[config.mk]
export PLATFORM = sky130hd
export DESIGN_NAME = turret_slew_tracker_flat
export DESIGN_NICKNAME = d
export VERILOG_FILES = /design/src/hw/rtl/tst_pkg.sv /design/src/hw/rtl/tst_in_if.sv /design/src/hw/rtl/tst_out_if.sv /design/src/hw/rtl/turret_slew_tracker.sv /design/src/flat_wrapper.sv
export SDC_FILE = /design/constraint.sdc
export NUM_CORES = 2
export LEC_CHECK = 0
export ABC_CLOCK_PERIOD_IN_PS = 20200
export BUFFER_PORTS_ARGS = -buffer_cell sky130_fd_sc_hd__buf_2
export CAP_MARGIN = 15
export CORE_ASPECT_RATIO = 0.9
export CORE_UTILIZATION = 62
export DETAILED_ROUTE_END_ITERATION = 16
export PLACE_DENSITY_LB_ADDON = 0.12
export SYNTH_ARGS = -nofsm -noshare
export SYNTH_HDL_FRONTEND = slang
export SYNTH_SLANG_ARGS = --single-unit
[constraint.sdc]
create_clock -name clk_i -period 20.2 [get_ports clk_i]
set_input_delay 1.01 -clock clk_i [delete_from_list [all_inputs] [get_ports clk_i]]
set_output_delay 1.01 -clock clk_i [all_outputs]
set_load 0.01 [all_outputs]
[src/hw/rtl/tst_pkg.sv]
`timescale 1ns / 1ps

package tst_pkg;

  localparam int ANGLE_BITS_DEF = 16;
  localparam int SRC_W          = 2;
  localparam int SPD_W          = 13;
  localparam int ACC_W          = 10;
  localparam int SNAP_W         = 10;
  localparam int TOL_W          = 14;
  localparam int HOLD_W         = 16;
  localparam int CFG_IDX_W      = 3;
  // braking time carries 8 fraction bits
  localparam int T_FRAC         = 8;

  typedef enum logic [CFG_IDX_W-1:0] {
    REG_ENABLE       = 3'd0,
    REG_MAX_SPEED    = 3'd1,
    REG_ACCELERATION = 3'd2,
    REG_SNAP_WINDOW  = 3'd3,
    REG_TOLERANCE    = 3'd4,
    REG_BASE_ANGLE   = 3'd5,
    REG_HOLD_TICKS   = 3'd6
  } cfg_reg_e;

  typedef enum logic [SRC_W-1:0] {
    SRC_NONE  = 2'd0,
    SRC_TRACK = 2'd1,
    SRC_FORCE = 2'd2
  } aim_src_e;

  typedef enum logic [2:0] {
    ST_IDLE,
    ST_DIV,
    ST_MUL_ACC,
    ST_MUL_DIST,
    ST_MUL_RHS,
    ST_UPD,
    ST_OUT
  } tst_state_e;

endpackage

[src/hw/rtl/tst_in_if.sv]
`timescale 1ns / 1ps

interface tst_in_if import tst_pkg::*; #(
  parameter int ANGLE_BITS = ANGLE_BITS_DEF
) ();
  logic                  valid;
  logic                  ready;
  logic [SRC_W-1:0]      aim_source;
  logic [ANGLE_BITS-1:0] aim_angle;
  logic                  restart_hold;

  modport source (output valid, aim_source, aim_angle, restart_hold, input ready);
  modport sink   (input valid, aim_source, aim_angle, restart_hold, output ready);
endinterface

[src/hw/rtl/tst_out_if.sv]
`timescale 1ns / 1ps

interface tst_out_if import tst_pkg::*; #(
  parameter int ANGLE_BITS = ANGLE_BITS_DEF
) ();
  logic                         valid;
  logic                         ready;
  logic [ANGLE_BITS-1:0]        turret_angle;
  logic [SPD_W-1:0]             turret_speed;
  logic signed [ANGLE_BITS-1:0] remaining_error;
  logic                         on_target;
  logic                         at_base;
  logic                         accelerating;

  modport source (output valid, turret_angle, turret_speed, remaining_error, on_target,
                  at_base, accelerating, input ready);
  modport sink   (input valid, turret_angle, turret_speed, remaining_error, on_target,
                  at_base, accelerating, output ready);
endinterface

[src/hw/rtl/turret_slew_tracker.sv]
`timescale 1ns / 1ps
// enable set: a 21-step restoring divide for the braking time, three passes through
// one shared multiplier, then an update state; zero acceleration skips the divide,
// enable clear runs only the update; the next word waits until the result is taken
// reset: async active low; state, hold countdown, configuration, angle, speed, error
// and divide counter reset; the datapath registers and output flags have no reset

module turret_slew_tracker import tst_pkg::*; #(
  parameter int ANGLE_BITS = ANGLE_BITS_DEF,
  localparam int CFG_W = (ANGLE_BITS > HOLD_W) ? ANGLE_BITS : HOLD_W
) (
  input  logic                 clk_i,
  input  logic                 rst_ni,
  input  logic                 cfg_we_i,
  input  logic [CFG_IDX_W-1:0] cfg_idx_i,
  input  logic [CFG_W-1:0]     cfg_data_i,
  tst_in_if.sink               in_i,
  tst_out_if.source            out_o
);

  localparam int AB    = ANGLE_BITS;
  localparam int QW    = SPD_W + T_FRAC;          // braking time quotient
  localparam int YW    = SPD_W + T_FRAC + 1;      // 512*speed - accel*t
  localparam int DW    = QW + YW;                 // braking distance
  localparam int MAW   = (AB > YW) ? AB : YW;
  localparam int MBW   = QW + 1;
  localparam int PW    = MAW + MBW;
  localparam int CW    = PW + T_FRAC + 1;
  localparam int CNT_W = $clog2(QW);
  localparam int HCW   = HOLD_W + 1;
  localparam int MW    = (AB > TOL_W) ? AB : TOL_W;
  localparam int SSW   = SPD_W + 2;

  function automatic logic [AB-1:0] mag_f(input logic [AB-1:0] v);
    mag_f = v[AB-1] ? (~v + 1'b1) : v;
  endfunction

  // configuration
  logic              enable_q;
  logic [SPD_W-1:0]  max_speed_q;
  logic [ACC_W-1:0]  accel_q;
  logic [SNAP_W-1:0] snap_q;
  logic [TOL_W-1:0]  tol_q;
  logic [AB-1:0]     base_q;
  logic [HOLD_W-1:0] hold_ticks_q;

  always_ff @(posedge clk_i or negedge rst_ni) begin
    if (!rst_ni) begin
      enable_q     <= 1'b0;
      max_speed_q  <= '0;
      accel_q      <= '0;
      snap_q       <= SNAP_W'(1);
      tol_q        <= '0;
      base_q       <= '0;
      hold_ticks_q <= '0;
    end else if (cfg_we_i) begin
      unique case (cfg_idx_i)
        REG_ENABLE:       enable_q     <= cfg_data_i[0];
        REG_MAX_SPEED:    max_speed_q  <= cfg_data_i[SPD_W-1:0];
        REG_ACCELERATION: accel_q      <= cfg_data_i[ACC_W-1:0];
        REG_SNAP_WINDOW:  snap_q       <= cfg_data_i[SNAP_W-1:0];
        REG_TOLERANCE:    tol_q        <= cfg_data_i[TOL_W-1:0];
        REG_BASE_ANGLE:   base_q       <= cfg_data_i[AB-1:0];
        REG_HOLD_TICKS:   hold_ticks_q <= cfg_data_i[HOLD_W-1:0];
        default: ;
      endcase
    end
  end

  tst_state_e state_q, state_d;

  logic [AB-1:0]     cur_q, cur_d;
  logic [SPD_W-1:0]  speed_q, speed_d;
  logic [AB-1:0]     err_q, err_d;
  logic [HCW-1:0]    hold_q, hold_rl, hold_d;
  logic [AB-1:0]     target_q, target_d;
  logic [ACC_W-1:0]  rem_q, rem_d;
  logic [QW-1:0]     quo_q;
  logic [CNT_W-1:0]  cnt_q;
  logic [PW-1:0]     product_q;
  logic [DW-1:0]     dist_q;
  logic              on_tgt_q, on_tgt_d;
  logic              at_base_q, at_base_d;
  logic              acc_q, acc_d;

  logic              in_acc;
  logic              div_bit;
  logic [ACC_W:0]    trial;
  logic [YW-1:0]     y_val;
  logic [MAW-1:0]    mul_a;
  logic [MBW-1:0]    mul_b;

  logic [AB-1:0]     nd, nd_mag, step_m;
  logic [SSW-1:0]    spd_raw;
  logic [SPD_W-1:0]  spd_clamp;

  assign in_acc      = in_i.valid && in_i.ready;
  assign in_i.ready  = (state_q == ST_IDLE);
  assign out_o.valid = (state_q == ST_OUT);

  // hold countdown runs on every tick, enabled or not
  always_comb begin
    hold_rl = in_i.restart_hold ? {1'b0, hold_ticks_q} : hold_q;
    hold_d  = hold_rl[HCW-1] ? hold_rl : hold_rl - 1'b1;
    if ((in_i.aim_source == SRC_TRACK) || (in_i.aim_source == SRC_FORCE)) begin
      target_d = in_i.aim_angle;
    end else if (hold_d[HCW-1]) begin
      target_d = base_q;
    end else begin
      target_d = cur_q;
    end
  end

  // one restoring divide step
  always_comb begin
    trial   = {rem_q, quo_q[QW-1]};
    div_bit = (trial >= {1'b0, accel_q});
    rem_d   = div_bit ? ACC_W'(trial - {1'b0, accel_q}) : trial[ACC_W-1:0];
  end

  // shared multiplier operand select
  assign y_val = {speed_q, {(T_FRAC + 1){1'b0}}} - product_q[YW-1:0];

  always_comb begin
    mul_a = '0;
    mul_b = '0;
    unique case (state_q)
      ST_MUL_ACC: begin
        mul_a = MAW'(accel_q);
        mul_b = MBW'(quo_q);
      end
      ST_MUL_DIST: begin
        mul_a = MAW'(y_val);
        mul_b = MBW'(quo_q);
      end
      ST_MUL_RHS: begin
        mul_a = MAW'(mag_f(err_q));
        mul_b = {1'b0, quo_q} + MBW'(1 << T_FRAC);
      end
      default: ;
    endcase
  end

  // tick update
  always_comb begin
    nd      = target_q - cur_q;
    nd_mag  = mag_f(nd);
    acc_d   = enable_q && (CW'(dist_q) < {product_q, {(T_FRAC + 1){1'b0}}});
    spd_raw = acc_d ? ({2'b00, speed_q} + SSW'(accel_q))
                    : ({2'b00, speed_q} - SSW'(accel_q));
    if (spd_raw[SSW-1]) begin
      spd_clamp = '0;
    end else if (spd_raw > {2'b00, max_speed_q}) begin
      spd_clamp = max_speed_q;
    end else begin
      spd_clamp = spd_raw[SPD_W-1:0];
    end
    step_m = (MW'(spd_clamp) < MW'(nd_mag)) ? AB'(spd_clamp) : nd_mag;

    cur_d   = cur_q;
    speed_d = speed_q;
    err_d   = err_q;
    if (enable_q) begin
      if (MW'(nd_mag) < MW'(snap_q)) begin
        cur_d   = target_q;
        err_d   = '0;
        speed_d = '0;
      end else begin
        speed_d = spd_clamp;
        if (nd[AB-1] || (nd == '0)) begin
          cur_d = cur_q - step_m;
          err_d = nd + step_m;
        end else begin
          cur_d = cur_q + step_m;
          err_d = nd - step_m;
        end
      end
    end
    on_tgt_d  = MW'(mag_f(err_d)) < MW'(tol_q);
    at_base_d = MW'(mag_f(base_q - cur_d)) < MW'(snap_q);
  end

  always_comb begin
    state_d = state_q;
    unique case (state_q)
      ST_IDLE: begin
        if (in_i.valid) begin
          if (!enable_q) begin
            state_d = ST_UPD;
          end else if (accel_q == '0) begin
            state_d = ST_MUL_ACC;
          end else begin
            state_d = ST_DIV;
          end
        end
      end
      ST_DIV:      if (cnt_q == '0) state_d = ST_MUL_ACC;
      ST_MUL_ACC:  state_d = ST_MUL_DIST;
      ST_MUL_DIST: state_d = ST_MUL_RHS;
      ST_MUL_RHS:  state_d = ST_UPD;
      ST_UPD:      state_d = ST_OUT;
      ST_OUT:      if (out_o.ready) state_d = ST_IDLE;
      default:     state_d = ST_IDLE;
    endcase
  end

  always_ff @(posedge clk_i or negedge rst_ni) begin
    if (!rst_ni) begin
      state_q <= ST_IDLE;
      cur_q   <= '0;
      speed_q <= '0;
      err_q   <= '0;
      hold_q  <= '1;
      cnt_q   <= '0;
    end else begin
      state_q <= state_d;
      if (in_acc) begin
        hold_q <= hold_d;
        cnt_q  <= CNT_W'(QW - 1);
      end else if (state_q == ST_DIV) begin
        cnt_q <= cnt_q - 1'b1;
      end
      if (state_q == ST_UPD) begin
        cur_q   <= cur_d;
        speed_q <= speed_d;
        err_q   <= err_d;
      end
    end
  end

  always_ff @(posedge clk_i) begin
    if (in_acc) begin
      target_q <= target_d;
      rem_q    <= '0;
      // zero acceleration gives zero braking time
      quo_q    <= (accel_q == '0) ? '0 : {speed_q, {T_FRAC{1'b0}}};
    end else if (state_q == ST_DIV) begin
      rem_q <= rem_d;
      quo_q <= {quo_q[QW-2:0], div_bit};
    end
    if ((state_q == ST_MUL_ACC) || (state_q == ST_MUL_DIST) || (state_q == ST_MUL_RHS)) begin
      product_q <= mul_a * mul_b;
    end
    if (state_q == ST_MUL_RHS) begin
      dist_q <= product_q[DW-1:0];
    end
    if (state_q == ST_UPD) begin
      on_tgt_q  <= on_tgt_d;
      at_base_q <= at_base_d;
      acc_q     <= acc_d;
    end
  end

  assign out_o.turret_angle    = cur_q;
  assign out_o.turret_speed    = speed_q;
  assign out_o.remaining_error = err_q;
  assign out_o.on_target       = on_tgt_q;
  assign out_o.at_base         = at_base_q;
  assign out_o.accelerating    = acc_q;

endmodule

[src/flat_wrapper.sv]
// flat-port wrapper written by rule: the top's interface ports become plain ports
module turret_slew_tracker_flat import tst_pkg::*;
#(
  parameter int ANGLE_BITS = ANGLE_BITS_DEF,
  localparam int CFG_W = (ANGLE_BITS > HOLD_W) ? ANGLE_BITS : HOLD_W
)
  (clk_i, rst_ni, cfg_we_i, cfg_idx_i, cfg_data_i, in_i_valid, in_i_aim_source, in_i_aim_angle, in_i_restart_hold, in_i_ready, out_o_valid, out_o_turret_angle, out_o_turret_speed, out_o_remaining_error, out_o_on_target, out_o_at_base, out_o_accelerating, out_o_ready);
  tst_in_if #(.ANGLE_BITS(ANGLE_BITS)) in_i_i ();
  tst_out_if #(.ANGLE_BITS(ANGLE_BITS)) out_o_i ();
  input  logic clk_i;
  input  logic rst_ni;
  input  logic cfg_we_i;
  input  logic [CFG_IDX_W-1:0] cfg_idx_i;
  input  logic [CFG_W-1:0] cfg_data_i;
  input wire logic [$bits(in_i_i.valid)-1:0] in_i_valid;
  input wire logic [$bits(in_i_i.aim_source)-1:0] in_i_aim_source;
  input wire logic [$bits(in_i_i.aim_angle)-1:0] in_i_aim_angle;
  input wire logic [$bits(in_i_i.restart_hold)-1:0] in_i_restart_hold;
  output wire logic [$bits(in_i_i.ready)-1:0] in_i_ready;
  output wire logic [$bits(out_o_i.valid)-1:0] out_o_valid;
  output wire logic [$bits(out_o_i.turret_angle)-1:0] out_o_turret_angle;
  output wire logic [$bits(out_o_i.turret_speed)-1:0] out_o_turret_speed;
  output wire logic [$bits(out_o_i.remaining_error)-1:0] out_o_remaining_error;
  output wire logic [$bits(out_o_i.on_target)-1:0] out_o_on_target;
  output wire logic [$bits(out_o_i.at_base)-1:0] out_o_at_base;
  output wire logic [$bits(out_o_i.accelerating)-1:0] out_o_accelerating;
  input wire logic [$bits(out_o_i.ready)-1:0] out_o_ready;
  assign in_i_i.valid = in_i_valid;
  assign in_i_i.aim_source = in_i_aim_source;
  assign in_i_i.aim_angle = in_i_aim_angle;
  assign in_i_i.restart_hold = in_i_restart_hold;
  assign in_i_ready = in_i_i.ready;
  assign out_o_valid = out_o_i.valid;
  assign out_o_turret_angle = out_o_i.turret_angle;
  assign out_o_turret_speed = out_o_i.turret_speed;
  assign out_o_remaining_error = out_o_i.remaining_error;
  assign out_o_on_target = out_o_i.on_target;
  assign out_o_at_base = out_o_i.at_base;
  assign out_o_accelerating = out_o_i.accelerating;
  assign out_o_i.ready = out_o_ready;
  turret_slew_tracker #(.ANGLE_BITS(ANGLE_BITS)) u_core (.clk_i(clk_i), .rst_ni(rst_ni), .cfg_we_i(cfg_we_i), .cfg_idx_i(cfg_idx_i), .cfg_data_i(cfg_data_i), .in_i(in_i_i), .out_o(out_o_i));
endmodule
==> run metrics <==
status completed; worst skew pair latency just under 0.6 ns; ys flop type dfrtp_1; Crit Path Category flip-flop to flip-flop; worst clock skew between 0.015 and 0.02 ns; vias in the first global route about 29,000; Sink Count between 200 and 300; number of DRC markers in iteration 0 between 2,000 and 3,000; commonest non-fill, non-tap cell in the layout nand2_1; Max-Cap Viols 0; Clock Tree Root clkbuf_16; hold-fix buffers at CTS 0; Worst EP required around 21 ns; Yosys reg bits roughly 280; Area Overhead vs Synth 6.164%; Synth top area share 0.2207; IO Count between 90 and 100; number of gates resized after CTS 0; post-route setup TNS 0 ns; synthesized area about 0.037 mm²; Largest stage delay, worst path roughly 0.77 ns; largest net degree at the start of global routing slightly below 80; Final Cycle Share 0.7573; # DRC 0; Routability Congestion between 0.9 and 1; CTS tree done; Initial Util 0.6270; RR Startpoint u_core.product_q[13]; critical path's slowest cell o41a_1; Yosys top cell by area fa_1; die extent in x 258.2 µm; clock slew at reported path FFs 0.07 ns; Crit Reg-Reg Endpoint u_core.out_o.at_base; n_diodes 0; syn avg cell area ~8.7 µm²; die footprint between 0.06 and 0.07 mm²; Vias around 30,000; Cell variety after synth 99; hold crit path type flip-flop to flip-flop; CP Launch Point u_core.product_q[13]; YS warnings 0; I/O Buffers approximately 90; Worst R2R Path Depth 69; Slew Limit Fails 0; post-DP HPWL slightly above 80,000 µm; Worst Setup EP u_core.out_o.at_base; Core Area around 0.06 mm²; EDFF count, synth about 120; wire length of the first global-routing pass 163,000 µm; CTS Buf Count 29; Total GRT Usage 0.3513; routed len/inst approximately 21 µm; startpoint types flip-flop; Routed WL about 100,000 µm; Rows 84; sequential area share after synthesis 0.2052; min Tclk post-route between 15 and 20 ns; CP bufs+invs 5; FMAX between 60 and 70 MHz; initial antenna violation count 0; Vias/cell just under 6; DRT antenna net count 0; die span in y approximately 230 µm; Crit path top cell by count a21oi_1; Max FO, Critical Path 28; worst reg-to-reg setup slack 4.90 ns; RSZ-0062 raised after global routing no; Final Core Density 0.6656; # H-tree levels 1; CP Capture Type flip-flop; Congestion Overflow GR 0; final setup vio count 0; commonest cells after routing, fill and taps aside 634 x nand2_1, 620 x inv_1, 404 x fa_1, 359 x ha_1, 242 x nor2_1; final hold violations 0; cell count after synthesis roughly 4,200; WP depth between 60 and 70; Longest Clk Path Bufs 3; slew margin rel. 0.1601; Final #Nets approximately 5,000; fraction of registers with async set/reset 0.5396; Worst-Margin Slew 1.260 ns; drt pass-1 iters 6; share of layout cells above drive strength 1 0.07652; Crit path arrival time roughly 16 ns; setup bufs post-CTS 0; largest delay contributor family on the critical path compound AO/OA/AOI/OAI gates; synth top area cells fa_1 22%, ha_1 12%, edfxtp_1 9.7%
## Yosys cell counts (all sizes together) (46+ instances only)
cell type and count:
edfxtp 118, and2 63, o21ai 258, xnor2 121
dfrtp 132, inv 623, nor3 64, nor2b 85
clkbuf 161, fa 404, nand2 637, nor2 242
a21oi 199, a21o 46, ha 359, xor2 68
mux2 51
## worst min path at each step
stage	from	end	cells after the start
floorplan	u_core.rem_q[9]	u_core.rem_q[9]	2
global placement	u_core.product_q[13]	u_core.dist_q[13]	0
detailed placement	u_core.product_q[13]	u_core.dist_q[13]	0
CTS	u_core.product_q[35]	u_core.dist_q[35]	0
global route	u_core.product_q[35]	u_core.dist_q[35]	0
finish	u_core.product_q[35]	u_core.dist_q[35]	0
## stage by stage
stage | area (µm²) | worst slack (ns) | instances | hold WS (ns)
6_report | 38900 | 4.902 | 5021 | 0.4387
5_1_grt | 38900 | 3.593 | 5021 | 0.4450
4_1_cts | 38880 | 5.049 | 5020 | 0.4383
3_5_place_dp | 37900 | 5.124 | 4966 | 0.4329
3_3_place_gp | 37900 | 5.555 | 4966 | 0.4287
2_1_floorplan | 36650 | 6.764 | 4230 | 0.4257
## area by class of cell
cell class	count	area, µm²
clock inverters	9	72.57
clock buffers	45	908.4
well taps	774	968.4
multi-input cells	3142	26190
inverters	625	2346
fillers	4927	19540
flip-flops and latches	278	7521
repair buffers	148	894.6
## registers in the layout, summed over array words and instances (netlist names), 5 cells and up
| name | count |
|---|---|
| u_core.snap_q | 10 |
| u_core.accel_q | 10 |
| u_core.hold_q | 17 |
| u_core.hold_ticks_q | 16 |
| u_core.out_o.turret_angle | 16 |
| u_core.quo_q | 21 |
| u_core.tol_q | 14 |
| u_core.cnt_q | 5 |
| u_core.max_speed_q | 13 |
| u_core.product_q | 44 |
| u_core.dist_q | 34 |
| u_core.rem_q | 10 |
| u_core.out_o.turret_speed | 13 |
| u_core.target_q | 16 |
| u_core.base_q | 16 |
| u_core.out_o.remaining_error | 16 |
## logic make-up (layout without fill, tap and decap cells)
logic type / Yosys count / in the layout / share of synthesized area
AOI/OAI and AO/OA: 775 / 775 / 0.1325
xor gates and xnor gates: 189 / 189 / 0.04518
adders and majority gates: 765 / 765 / 0.3439
buffers and inverters: 810 / 827 / 0.08346
DFF: 278 / 278 / 0.2052
muxes: 80 / 80 / 0.02360
other: 2 / 6 / 0.0002050
and+or+nand+nor: 1327 / 1327 / 0.1658
## layer usage
layer | routed length [µm] | vias to the layer above | global-route usage | share of wire
li1 | - | 13870 | - | -
met1 | 47050 | 14690 | 0.5310 | 0.45
met2 | 44670 | 1217 | 0.5261 | 0.43
met3 | 10140 | 132 | 0.06917 | 0.098
met4 | 1855 | 2 | 0.06084 | 0.018
met5 | 36 | - | 0.004902 | 0.00035
Power is left out: the tool's default activity adds up to more than one toggle a clock period on the data nets, which glitch-free logic cannot reach.
